===== src/rtl/plob_pkg.sv =====
package plob_pkg;

	localparam int DEF_PRICE_LEVELS = 1024;
	localparam int DEF_POOL_SLOTS   = 16;

	// widths that cover the whole parameter range
	localparam int LVL_W  = 16;
	localparam int SLOT_W = 5;

	localparam logic [1:0] REQ_ADD    = 2'd0;
	localparam logic [1:0] REQ_CANCEL = 2'd1;
	localparam logic [1:0] REQ_MODIFY = 2'd2;

	localparam logic [1:0] RPT_ACCEPTED  = 2'd0;
	localparam logic [1:0] RPT_REJECTED  = 2'd1;
	localparam logic [1:0] RPT_CANCELLED = 2'd2;
	localparam logic [1:0] RPT_FILLED    = 2'd3;

	localparam logic CFG_BASE_PRICE = 1'b0;
	localparam logic CFG_HIGHEST_ID = 1'b1;

	typedef struct packed {
		logic [1:0]  req_type;
		logic [31:0] req_id;
		logic        is_sell;
		logic [31:0] limit_price;
		logic [31:0] order_qty;
		logic [63:0] submit_time;
	} req_t;

	typedef struct packed {
		logic [1:0]  report_type;
		logic [31:0] report_order_id;
		logic [31:0] contra_order_id;
		logic [31:0] report_price;
		logic [31:0] report_qty;
		logic [63:0] report_time;
		logic        last;
	} rep_t;

	typedef enum logic [1:0] {
		CMD_NOP,
		CMD_ADD,
		CMD_DEL,
		CMD_SETQ
	} cmd_op_t;

	// broadcast to every cell
	typedef struct packed {
		cmd_op_t            op;
		logic [SLOT_W-1:0]  idx;
		logic [31:0]        id;
		logic [31:0]        qty;
		logic [LVL_W-1:0]   lvl;
		logic               sell;
		logic [SLOT_W-1:0]  age;
	} cmd_t;

	// best-order candidate traveling down the chain
	typedef struct packed {
		logic               v;
		logic [LVL_W-1:0]   lvl;
		logic [SLOT_W-1:0]  age;
		logic [SLOT_W-1:0]  idx;
	} cand_t;

	// contents of one cell as seen by the controller
	typedef struct packed {
		logic               live;
		logic               sell;
		logic [31:0]        id;
		logic [31:0]        qty;
		logic [LVL_W-1:0]   lvl;
		logic [SLOT_W-1:0]  age;
	} slot_t;

endpackage


===== src/rtl/plob_cell.sv =====
module plob_cell #(
	parameter int IDX = 0
) (
	input  logic           clk,
	input  logic           arst_n,
	input  plob_pkg::cmd_t  cmd,
	input  logic           tok_in,
	input  plob_pkg::cand_t bid_in,
	input  plob_pkg::cand_t ask_in,
	output logic           tok_out,
	output plob_pkg::cand_t bid_out,
	output plob_pkg::cand_t ask_out,
	output plob_pkg::slot_t view
);
	import plob_pkg::*;

	logic              live_q;
	logic              sell_q;
	logic [31:0]       id_q;
	logic [31:0]       qty_q;
	logic [LVL_W-1:0]  lvl_q;
	logic [SLOT_W-1:0] age_q;
	logic              tok_q;
	cand_t             bid_q, ask_q;
	cand_t             my_bid, my_ask;
	logic              sel;

	// higher level wins for bids, lower for asks; older (smaller age) breaks ties
	function automatic cand_t pick_bid(cand_t a, cand_t b);
		cand_t r;
		r = a;
		if (!a.v)
			r = b;
		else if (b.v && (b.lvl > a.lvl || (b.lvl == a.lvl && b.age < a.age)))
			r = b;
		return r;
	endfunction

	function automatic cand_t pick_ask(cand_t a, cand_t b);
		cand_t r;
		r = a;
		if (!a.v)
			r = b;
		else if (b.v && (b.lvl < a.lvl || (b.lvl == a.lvl && b.age < a.age)))
			r = b;
		return r;
	endfunction

	assign sel = (cmd.idx == SLOT_W'(IDX));

	always_comb begin
		my_bid.v   = live_q && !sell_q;
		my_bid.lvl = lvl_q;
		my_bid.age = age_q;
		my_bid.idx = SLOT_W'(IDX);
		my_ask     = my_bid;
		my_ask.v   = live_q && sell_q;
	end

	always_ff @(posedge clk or negedge arst_n) begin
		if (!arst_n) begin
			live_q <= 1'b0;
			tok_q  <= 1'b0;
		end else begin
			tok_q <= tok_in;
			case (cmd.op)
				CMD_ADD: if (sel) live_q <= 1'b1;
				CMD_DEL: if (sel) live_q <= 1'b0;
				default: ;
			endcase
		end
	end

	always_ff @(posedge clk) begin
		case (cmd.op)
			CMD_ADD: begin
				if (sel) begin
					id_q   <= cmd.id;
					qty_q  <= cmd.qty;
					lvl_q  <= cmd.lvl;
					sell_q <= cmd.sell;
					age_q  <= cmd.age;
				end
			end
			CMD_DEL: begin
				// keep ages dense: newer-than-removed orders (larger age) shift down
				if (!sel && live_q && age_q > cmd.age)
					age_q <= age_q - SLOT_W'(1);
			end
			CMD_SETQ: if (sel) qty_q <= cmd.qty;
			default: ;
		endcase
		if (tok_in) begin
			bid_q <= pick_bid(bid_in, my_bid);
			ask_q <= pick_ask(ask_in, my_ask);
		end
	end

	assign tok_out = tok_q;
	assign bid_out = bid_q;
	assign ask_out = ask_q;

	always_comb begin
		view.live = live_q;
		view.sell = sell_q;
		view.id   = id_q;
		view.qty  = qty_q;
		view.lvl  = lvl_q;
		view.age  = age_q;
	end

endmodule


===== config.mk =====
export PLATFORM = sky130hd
export DESIGN_NAME = plob_cell
export DESIGN_NICKNAME = d
export VERILOG_FILES = /design/src/rtl/plob_pkg.sv /design/src/rtl/plob_cell.sv
export SDC_FILE = /design/constraint.sdc
export NUM_CORES = 1
export LEC_CHECK = 0
export BUFFER_PORTS_ARGS = -buffer_cell sky130_fd_sc_hd__buf_4
export CAP_MARGIN = 0
export CORE_MARGIN = 5
export CORE_UTILIZATION = 51
export CTS_BUF_LIST = sky130_fd_sc_hd__clkbuf_4 sky130_fd_sc_hd__clkbuf_8 sky130_fd_sc_hd__clkbuf_16
export DETAILED_ROUTE_END_ITERATION = 8
export HOLD_SLACK_MARGIN = 0.06
export PLACE_DENSITY = 0.91
export SYNTH_ARGS = -nofsm -noshare
export SYNTH_HDL_FRONTEND = slang
export SYNTH_SLANG_ARGS = --single-unit

===== constraint.sdc =====
create_clock -name clk -period 6.6 [get_ports clk]
set_clock_uncertainty 0.2 [all_clocks]
set_input_delay 0.66 -clock clk [delete_from_list [all_inputs] [get_ports clk]]
set_output_delay 0.66 -clock clk [all_outputs]
set_load 0.01 [all_outputs]

==> results of run 1 <==
## area by class of cell
cell class / instances / area [µm²] / area share [%]
inverter: 52 / 195 / 2.10
timing repair buffer: 293 / 2200 / 23.7
multi-input combinational: 198 / 1820 / 19.6
clock inverter: 12 / 164 / 1.77
sequential: 142 / 4250 / 45.9
clock buffer: 18 / 433 / 4.67
tap: 168 / 210 / 2.27
## critical path: stages (launching register included)
cell	delay (ns)
edfxtp_1	0.47
ha_1	0.39
nand4_1	0.17
or3_1	0.42
a311oi_1	0.25
a31oi_1	0.11
o21ai_4	0.85
mux2_2	0.42
## cells by family (layout without fill, tap and decap cells)
family	Yosys count	in the layout
AOI/OAI and AO/OA	45	45
xor gates and xnor gates	3	3
adders and majority gates	46	46
buffers and inverters	59	375
DFF	142	142
muxes	42	42
and+or+nand+nor	62	62
## routing by layer
layer	vias to the layer above	share of wire [%]	routed length, µm
met5	-	0	0
met4	0	3.9	691
met3	56	10	1790
met2	241	53	9290
met1	2123	33	5780
li1	2097	-	-
## sequential cells by signal, summed over array words and instances, names as in the netlist
register	flops
live_q	1
sell_q	1
qty_q	32
lvl_q	16
bid_out	27
ask_out	27
id_q	32
age_q	5
tok_out	1
## where the power goes
part,internal [mW],switching [mW]
Combinational,0.132,0.0962
Sequential,1.02,0.0113
Clock,0.598,0.373
## synthesized netlist by cell type, types with 2 or more instances
| cell type | count |
|---|---|
| edfxtp_1 | 140 |
| nor3_1 | 3 |
| buf_6 | 2 |
| nor2_1 | 15 |
| o21ai_0 | 13 |
| mux2_4 | 28 |
| mux2i_1 | 2 |
| a211oi_1 | 2 |
| xor2_1 | 2 |
| o22ai_1 | 2 |
| buf_4 | 2 |
| a31oi_1 | 2 |
| nor2b_1 | 4 |
| inv_1 | 52 |
| a21oi_1 | 14 |
| nand2b_1 | 6 |
| and2_1 | 5 |
| nand3_1 | 2 |
| nand4_1 | 6 |
| or3_1 | 2 |
| nand2_1 | 14 |
| ha_1 | 46 |
| mux2_2 | 12 |
| o21a_1 | 2 |
| dfrtp_1 | 2 |
## through the flow
stage	setup WS, ns	std cells
6_report	3.05	883
3_5_place_dp	2.81	852
4_1_cts	3.03	883
2_1_floorplan	2.47	399
5_1_grt	2.86	883
3_3_place_gp	2.93	852
## how the worst max path moves through the flow
stage               cells after the start       start  slack (ns)     endpoint
floorplan                               4     cmd[86]        2.47      id_q[0]
global placement                        9  ask_in[20]        2.93   ask_out[7]
detailed placement                      9  ask_in[21]        2.81   ask_out[5]
CTS                                     7   lvl_q[11]        3.03  ask_out[10]
global route                            7   lvl_q[11]        2.86   ask_out[9]
finish                                  7   lvl_q[11]        3.05  ask_out[10]
==> flow_summary.toml, run 1 <==
[synthesis]
synthArstFlopShare_pct = 1.41
syn-num-nets = 595
avgSynthCellArea_um2 = 15.9
seq_area_frac_synth_pct = 67.1
synth_top_cell_area_share_pct = 66.4
synthMuxAreaShare_pct = 9.08
yosys_warnings = 0
synth-simple-area-share_pct = 5.17
synthAdderAreaFrac_pct = 9.08
synth_area_um2 = 6340
ys.flop_type = "edfxtp_1"
synthXorXnorAreaFrac_pct = 0.415
netlist_instances = 399
synth_compound_area_share_pct = 4.82
synth_area_leaders = "edfxtp_1, ha_1, mux2_4"
synth-seq-cells = 142
synth_top_family_by_area = "adder cells"
yosysTopAreaCell = "edfxtp_1"
synth.distinct_cells = 44
synth-edff-count = 140

[place]
dp_hpwl_mm = 13.4
gp_congestion = 0.861
port_buffers = 291
dpl_cell_area_um2 = 8670

[global_route]
met2_usage_pct = 42.8
grt.total_usage_pct = 24.2
grt_pass1_vias = 5009
antenna_found_initial = 0
grt_pass1_wl_mm = 26.4
overflow = 0
top_usage_layer = "met2"
grt_max_degree = 56
met1_usage_pct = 24.0
use_met3_pct = 10.7

[detailed_routing]
vias = 4517
drc = 0
first_pass_iters = 4
drt_wl_total_mm = 17.5
detail-route-antenna-nets = 0
routed_via_density = 5.12
drtIter0Drc = 261
wl_per_cell_um = 19.9

[timing]
period_share_pct = 53.8
maxSlewViolCount = 0
rsz0062_at_grt = "no"
maxSlewHeadroom_pct = 23.0
worst_pin_slew_ns = 1.15
period_needed_ns = 3.55
hold_viol = 0
hold_ws_ns = 0.210
fin_tns_setup_ns = 0
final-setup-viol-count = 0
max_freq_ghz = 0.282

[clocking]
cts-buffers-inserted = 17
cts_tree = "done"
clockRootBuffer = "clkbuf_16"
postCtsHoldBufs = 1
clock_path_buffers = 2
cts_sinks = 142
htree_levels = 4
clk_pin_slew_worst_paths_ns = 0.06
cts_resized = 0
clkLatencyLatePin_ns = 0.42
postCtsSetupBuffers = 0

[setup_path]
required_ns = 6.57
worst_setup_path_end_kind = "flip-flop"
worstPathArrival_ns = 3.52
start_kind = "flip-flop"
worstReg2RegEnd = "ask_out[10]"
rrSetupSlack_ns = 3.05
regToRegStartpoint = "lvl_q[11]"
worst_r2r_path_depth = 7
crit_type = "reg2reg"
crit_fanout = 26

[floorplan]
initial_core_util_pct = 52.3
die_x_um = 121
fp-row-count = 40
fp.dieH_um = 121
die_area_um2 = 14800
ios = 292
core_area_um2 = 12100

[cells_and_area]
layout.nets = 900
syn2layout_area_growth_pct = 46.4
fin_area_um2 = 9280
layout_common_cells = "buf_4, edfxtp_1, inv_1, ha_1, mux2_4"
layout-drive-gt1-share_pct = 51.3
mostFrequentLayoutCell = "buf_4"
nFillCells = 720
utilization_pct = 76.6
diodes = 0

[power_and_ir_drop]
worst_ir_drop_vdd_uv = 196
power_density_nw_per_um2 = 241
leakage_nw = 4.15
power_mw = 2.23

[hold_path]
holdPathStages = 1
hold_class = "in2reg"
whs_endpoint = "id_q[11]"
min_from = "cmd[65]"

[run_status]
status = "finished, final reports clean"

[job]
drv_cap = 0
(Power assumes the default switching activity.)
==> run 2, diff against run 1 <==
--- a/config.mk
+++ b/config.mk
@@ -8,11 +8,11 @@
 export BUFFER_PORTS_ARGS = -buffer_cell sky130_fd_sc_hd__buf_4
 export CAP_MARGIN = 0
 export CORE_MARGIN = 5
-export CORE_UTILIZATION = 51
+export CORE_UTILIZATION = 47
 export CTS_BUF_LIST = sky130_fd_sc_hd__clkbuf_4 sky130_fd_sc_hd__clkbuf_8 sky130_fd_sc_hd__clkbuf_16
 export DETAILED_ROUTE_END_ITERATION = 8
 export HOLD_SLACK_MARGIN = 0.06
-export PLACE_DENSITY = 0.91
+export PLACE_DENSITY = 0.85
 export SYNTH_ARGS = -nofsm -noshare
 export SYNTH_HDL_FRONTEND = slang
 export SYNTH_SLANG_ARGS = --single-unit
==> constraint.sdc (replaced) <==
create_clock -name clk -period 3.28 [get_ports clk]
set_clock_uncertainty 0.2 [all_clocks]
set_input_delay 0.328 -clock clk [delete_from_list [all_inputs] [get_ports clk]]
set_output_delay 0.328 -clock clk [all_outputs]
set_load 0.01 [all_outputs]
==> flow_summary.toml, run 2 (same netlist as run 1, synthesis figures left out) <==
[clocking]
clockRootBuffer = "clkbuf_16"
htree_levels = 4
cts-buffers-inserted = 17
clock_path_buffers = 2
clk_pin_slew_worst_paths_ns = 0.06
cts_tree = "done"
cts_sinks = 142
clkLatencyLatePin_ns = 0.42

[global_route]
overflow = 0
grt.total_usage_pct = 27.4
grt_pass1_wl_mm = 33.4
antenna_found_initial = 0
grt_pass1_vias = 6061
grt_max_degree = 56

[detailed_routing]
detail-route-antenna-nets = 0
vias = 5424
drc = 0
wl_per_cell_um = 21.7
drt_wl_total_mm = 22.8
drtIter0Drc = 473
routed_via_density = 5.17
first_pass_iters = 5

[hold_path]
hold_class = "in2reg"
holdPathStages = 3

[setup_path]
worstPathArrival_ns = 3.20
start_kind = "input port"
crit_fanout = 6
worst_setup_path_end_kind = "flip-flop"
worst_r2r_path_depth = 8
required_ns = 3.24
crit_type = "in2reg"

[floorplan]
die_x_um = 126
initial_core_util_pct = 47.8
ios = 292
core_area_um2 = 13200
die_area_um2 = 15900
fp-row-count = 42
fp.dieH_um = 126

[cells_and_area]
utilization_pct = 81.8
mostFrequentLayoutCell = "buf_4"
layout.nets = 1055
final_cells = 1049
fin_area_um2 = 10800
layout-drive-gt1-share_pct = 44.0
top_regs = "id_q x32, qty_q x32"
syn2layout_area_growth_pct = 70.9
layout_common_cells = "buf_4, dlygate4sd3_1, edfxtp_1, inv_1, ha_1"

[power_and_ir_drop]
clkPwrFrac_pct = 39.1
p_sw_mw = 1.07
leakage_nw = 4.80
intPower_mw = 3.42
combPwrFrac_pct = 14.5
swShare_pct = 23.8
worst_ir_drop_vdd_uv = 308
power_density_nw_per_um2 = 415
p_seq_share_pct = 46.4

[timing]
period_share_pct = 98.8
maxSlewViolCount = 0
worst_pin_slew_ns = 0.719
max_freq_ghz = 0.309
worst_slack_ns = 0.0386
period_needed_ns = 3.24
fin_tns_setup_ns = 0
final-setup-viol-count = 0
maxSlewHeadroom_pct = 52.1
hold_viol = 0

[place]
gp_congestion = 0.839
dp.cells = 865
dpl_cell_area_um2 = 8730
port_buffers = 291
dp_slack_ns = 0.106
dp_hpwl_mm = 13.4

[job]
drv_cap = 0

[run_status]
status = "finished, final reports clean"
run 2: cell types whose count changed in the layout (fill, tap and decap cells not counted), moves of 3 or more:
cell           delta
clkinv_2          +3
bufinv_16         -3
buf_4             +7
dlygate4sd3_1   +143
run 2: stage by stage:
stage	hold slack (ns)	power [mW]
2_1_floorplan	-0.168	2.30
4_1_cts	0.0709	4.45
6_report	0.128	4.49
3_5_place_dp	-0.0785	2.58
3_3_place_gp	-0.0793	2.56
5_1_grt	0.137	4.65
run 2: cell type report:
| cell class | count | area (µm²) |
|---|---|---|
| Sequential cell | 142 | 4250 |
| Timing Repair Buffer | 446 | 3740 |
| Fill cell | 657 | 2420 |
| Multi-Input combinational cell | 200 | 1880 |
| Clock buffer | 17 | 425 |
| Tap cell | 176 | 220 |
| Inverter | 52 | 195 |
| Clock inverter | 15 | 113 |
| Antenna cell | 1 | 2.50 |
run 2: repair_timing:
| action | in CTS | in global routing |
|---|---|---|
| hold buffers | 144 | 0 |
| buffers inserted | 0 | 5 |
| setup endpoints to repair | 0 | 32 |
| endpoints found under the hold margin | 142 | 0 |
| resized for setup | 0 | 7 |
run 2: power groups by stage:
stage	registers, mW	logic, mW	clock network [mW]
after floorplan	2.14	0.161	0
after global placement	2.11	0.446	0
after detailed placement	2.12	0.462	0
after CTS	2.08	0.606	1.77
after global routing	2.09	0.695	1.87
final	2.08	0.652	1.76
run 2: per-layer routing:
layer	wire (µm)	share of wire, %	vias to the layer above	GRT usage, %
met5	0	0	-	0
met4	866	3.8	0	12.7
met3	2110	9.3	73	8.47
met2	12200	53	335	49.9
met1	7640	33	2596	28.9
li1	-	-	2420	-
run 2: critical path, stage by stage:
cell and delay (ns):
dlygate4sd3_1 0.52, buf_4 0.11, inv_1 0.04, ha_1 0.29, nand4_1 0.21, or3_4 0.46, a311o_1 0.34, nand4b_2 0.24
o2bb2ai_4 0.15, buf_4 0.19, mux2_4 0.30
run 2: worst paths after layout:
| kind | start | endpoint | slack [ns] |
|---|---|---|---|
| max | bid_in[25] | bid_out[25] | 0.04 |
| min | bid_in[6] | bid_out[6] | 0.13 |
| max reg2reg | lvl_q[13] | bid_out[25] | 0.08 |
| min reg2reg | lvl_q[0] | ask_out[10] | 0.49 |
| max in group asynchronous | arst_n | live_q | 2.13 |
| min in group asynchronous | arst_n | tok_out | 0.61 |
==> run 3, diff against run 2 <==
--- a/config.mk
+++ b/config.mk
@@ -12,7 +12,7 @@
 export CTS_BUF_LIST = sky130_fd_sc_hd__clkbuf_4 sky130_fd_sc_hd__clkbuf_8 sky130_fd_sc_hd__clkbuf_16
 export DETAILED_ROUTE_END_ITERATION = 8
 export HOLD_SLACK_MARGIN = 0.06
-export PLACE_DENSITY = 0.85
+export PLACE_DENSITY = 0.76
 export SYNTH_ARGS = -nofsm -noshare
 export SYNTH_HDL_FRONTEND = slang
 export SYNTH_SLANG_ARGS = --single-unit
==> flow_summary.toml, run 3 (same netlist as run 1, synthesis figures left out) <==
[run_status]
status = "finished, final reports clean"

[setup_path]
crit_fanout = 8
crit_family = "simple AND/OR/NAND/NOR gates"
worstPathArrival_ns = 3.10
crit_slowest_cell = "dlygate4sd3_1"
crit_type = "in2reg"
required_ns = 3.24
crit_chain = "dlygate4sd3_1 -> buf_4 -> inv_1 -> ha_1 -> nand4_1 -> or3_4 -> nor3_1 -> o21a_2 -> o2bb2ai_4 -> mux2_4"
critPathMaxStageDelay_ns = 0.55
critical_path_buf_inv_count = 3
start_kind = "input port"
worst_setup_path_end_kind = "flip-flop"

[clocking]
cts-buffers-inserted = 17
clkLatencyLatePin_ns = 0.42
clockRootBuffer = "clkbuf_16"
cts_tree = "done"
clock_path_buffers = 2
clk_pin_slew_worst_paths_ns = 0.06
cts_sinks = 142
htree_levels = 4

[floorplan]
die_x_um = 126
initial_core_util_pct = 47.8
core_area_um2 = 13200
fp.dieH_um = 126
die_area_um2 = 15900
fp-row-count = 42
ios = 292

[timing]
max_freq_ghz = 0.319
period_share_pct = 95.6
fin_tns_setup_ns = 0
hold_ws_ns = 0.116
maxSlewViolCount = 0
worst_pin_slew_ns = 0.774
rsz0062_at_grt = "no"
period_needed_ns = 3.14
final-setup-viol-count = 0
hold_viol = 0
maxSlewHeadroom_pct = 48.0

[detailed_routing]
wl_per_cell_um = 20.4
vias = 5233
drt_wl_total_mm = 21.5
detail-route-antenna-nets = 0
routed_via_density = 4.98
drtIter0Drc = 338
first_pass_iters = 4
drc = 0

[cells_and_area]
layout.nets = 1058
layout-drive-gt1-share_pct = 44.1
final_cells = 1051
layout_common_cells = "buf_4, dlygate4sd3_1, edfxtp_1, inv_1, ha_1"
syn2layout_area_growth_pct = 71.7
mostFrequentLayoutCell = "buf_4"
top_regs = "id_q x32, qty_q x32"
diodes = 0

[power_and_ir_drop]
leakage_nw = 4.82
power_mw = 4.56
worst_ir_drop_vdd_uv = 356
power_density_nw_per_um2 = 419

[global_route]
grt.total_usage_pct = 26.4
antenna_found_initial = 0
grt_max_degree = 56
grt_pass1_vias = 5763
grt_pass1_wl_mm = 32.3
overflow = 0

[place]
dp_hpwl_mm = 13.3
gp_congestion = 0.835
port_buffers = 291
dp.cells = 872

[hold_path]
hold_class = "in2reg"

[job]
drv_cap = 0
run 3: final timing paths:
check	endpoint	slack, ns	cells past startpoint	start
worst max-delay path	bid_out[17]	0.14	10	bid_in[25]
max in group asynchronous	tok_out	2.14	3	arst_n
worst min-delay path	age_q[2]	0.12	3	cmd[2]
min in group asynchronous	live_q	0.59	3	arst_n
worst max register to register	ask_out[8]	0.18	9	lvl_q[10]
worst min register to register	ask_out[10]	0.45	1	lvl_q[0]
run 3: where the power goes:
group	leakage, nW	switching (mW)	internal (mW)
sequential	1.33	0.0236	2.06
combinational	3.22	0.249	0.387
clock	0.265	0.780	1.06
run 3: layout make-up:
class | instances | area [µm²]
multi-input cells | 200 | 1890
flip-flops and latches | 142 | 4250
clock buffers | 18 | 433
clock inverters | 14 | 134
repair buffers | 449 | 3760
well taps | 176 | 220
inverters | 52 | 195
fillers | 727 | 2360
run 3: timing repair:
item,CTS,global route
endpoints found under the hold margin,142,0
hold buffers,144,0
resized for setup,0,7
endpoints found under the setup margin,0,21
buffers inserted,0,1
run 3: worst register-to-register path, cell delays in order (launching register included):
cell      delay [ns]
edfxtp_1        0.41
buf_4           0.18
ha_1            0.31
nand4_1         0.21
or3_1           0.42
a311oi_1        0.24
a31oi_1         0.11
o21ai_4         0.16
buf_6           0.22
mux2_2          0.38
run 3: metal layers:
metal	up-vias	global-route usage, %	wire (µm)
met1	2511	28.7	7510
met2	269	48.1	11600
li1	2415	-	-
met3	38	8.68	1870
met4	0	9.53	505
met5	-	0	0
run 3: stage by stage:
step	util [%]	area, µm²	setup WS, ns
floorplan	-	6340	0.292
global route	82.2	10900	0.0142
CTS	81.5	10800	0.0302
detailed placement	66.3	8780	0.109
global placement	66.3	8780	0.142
finish	82.2	10900	0.144
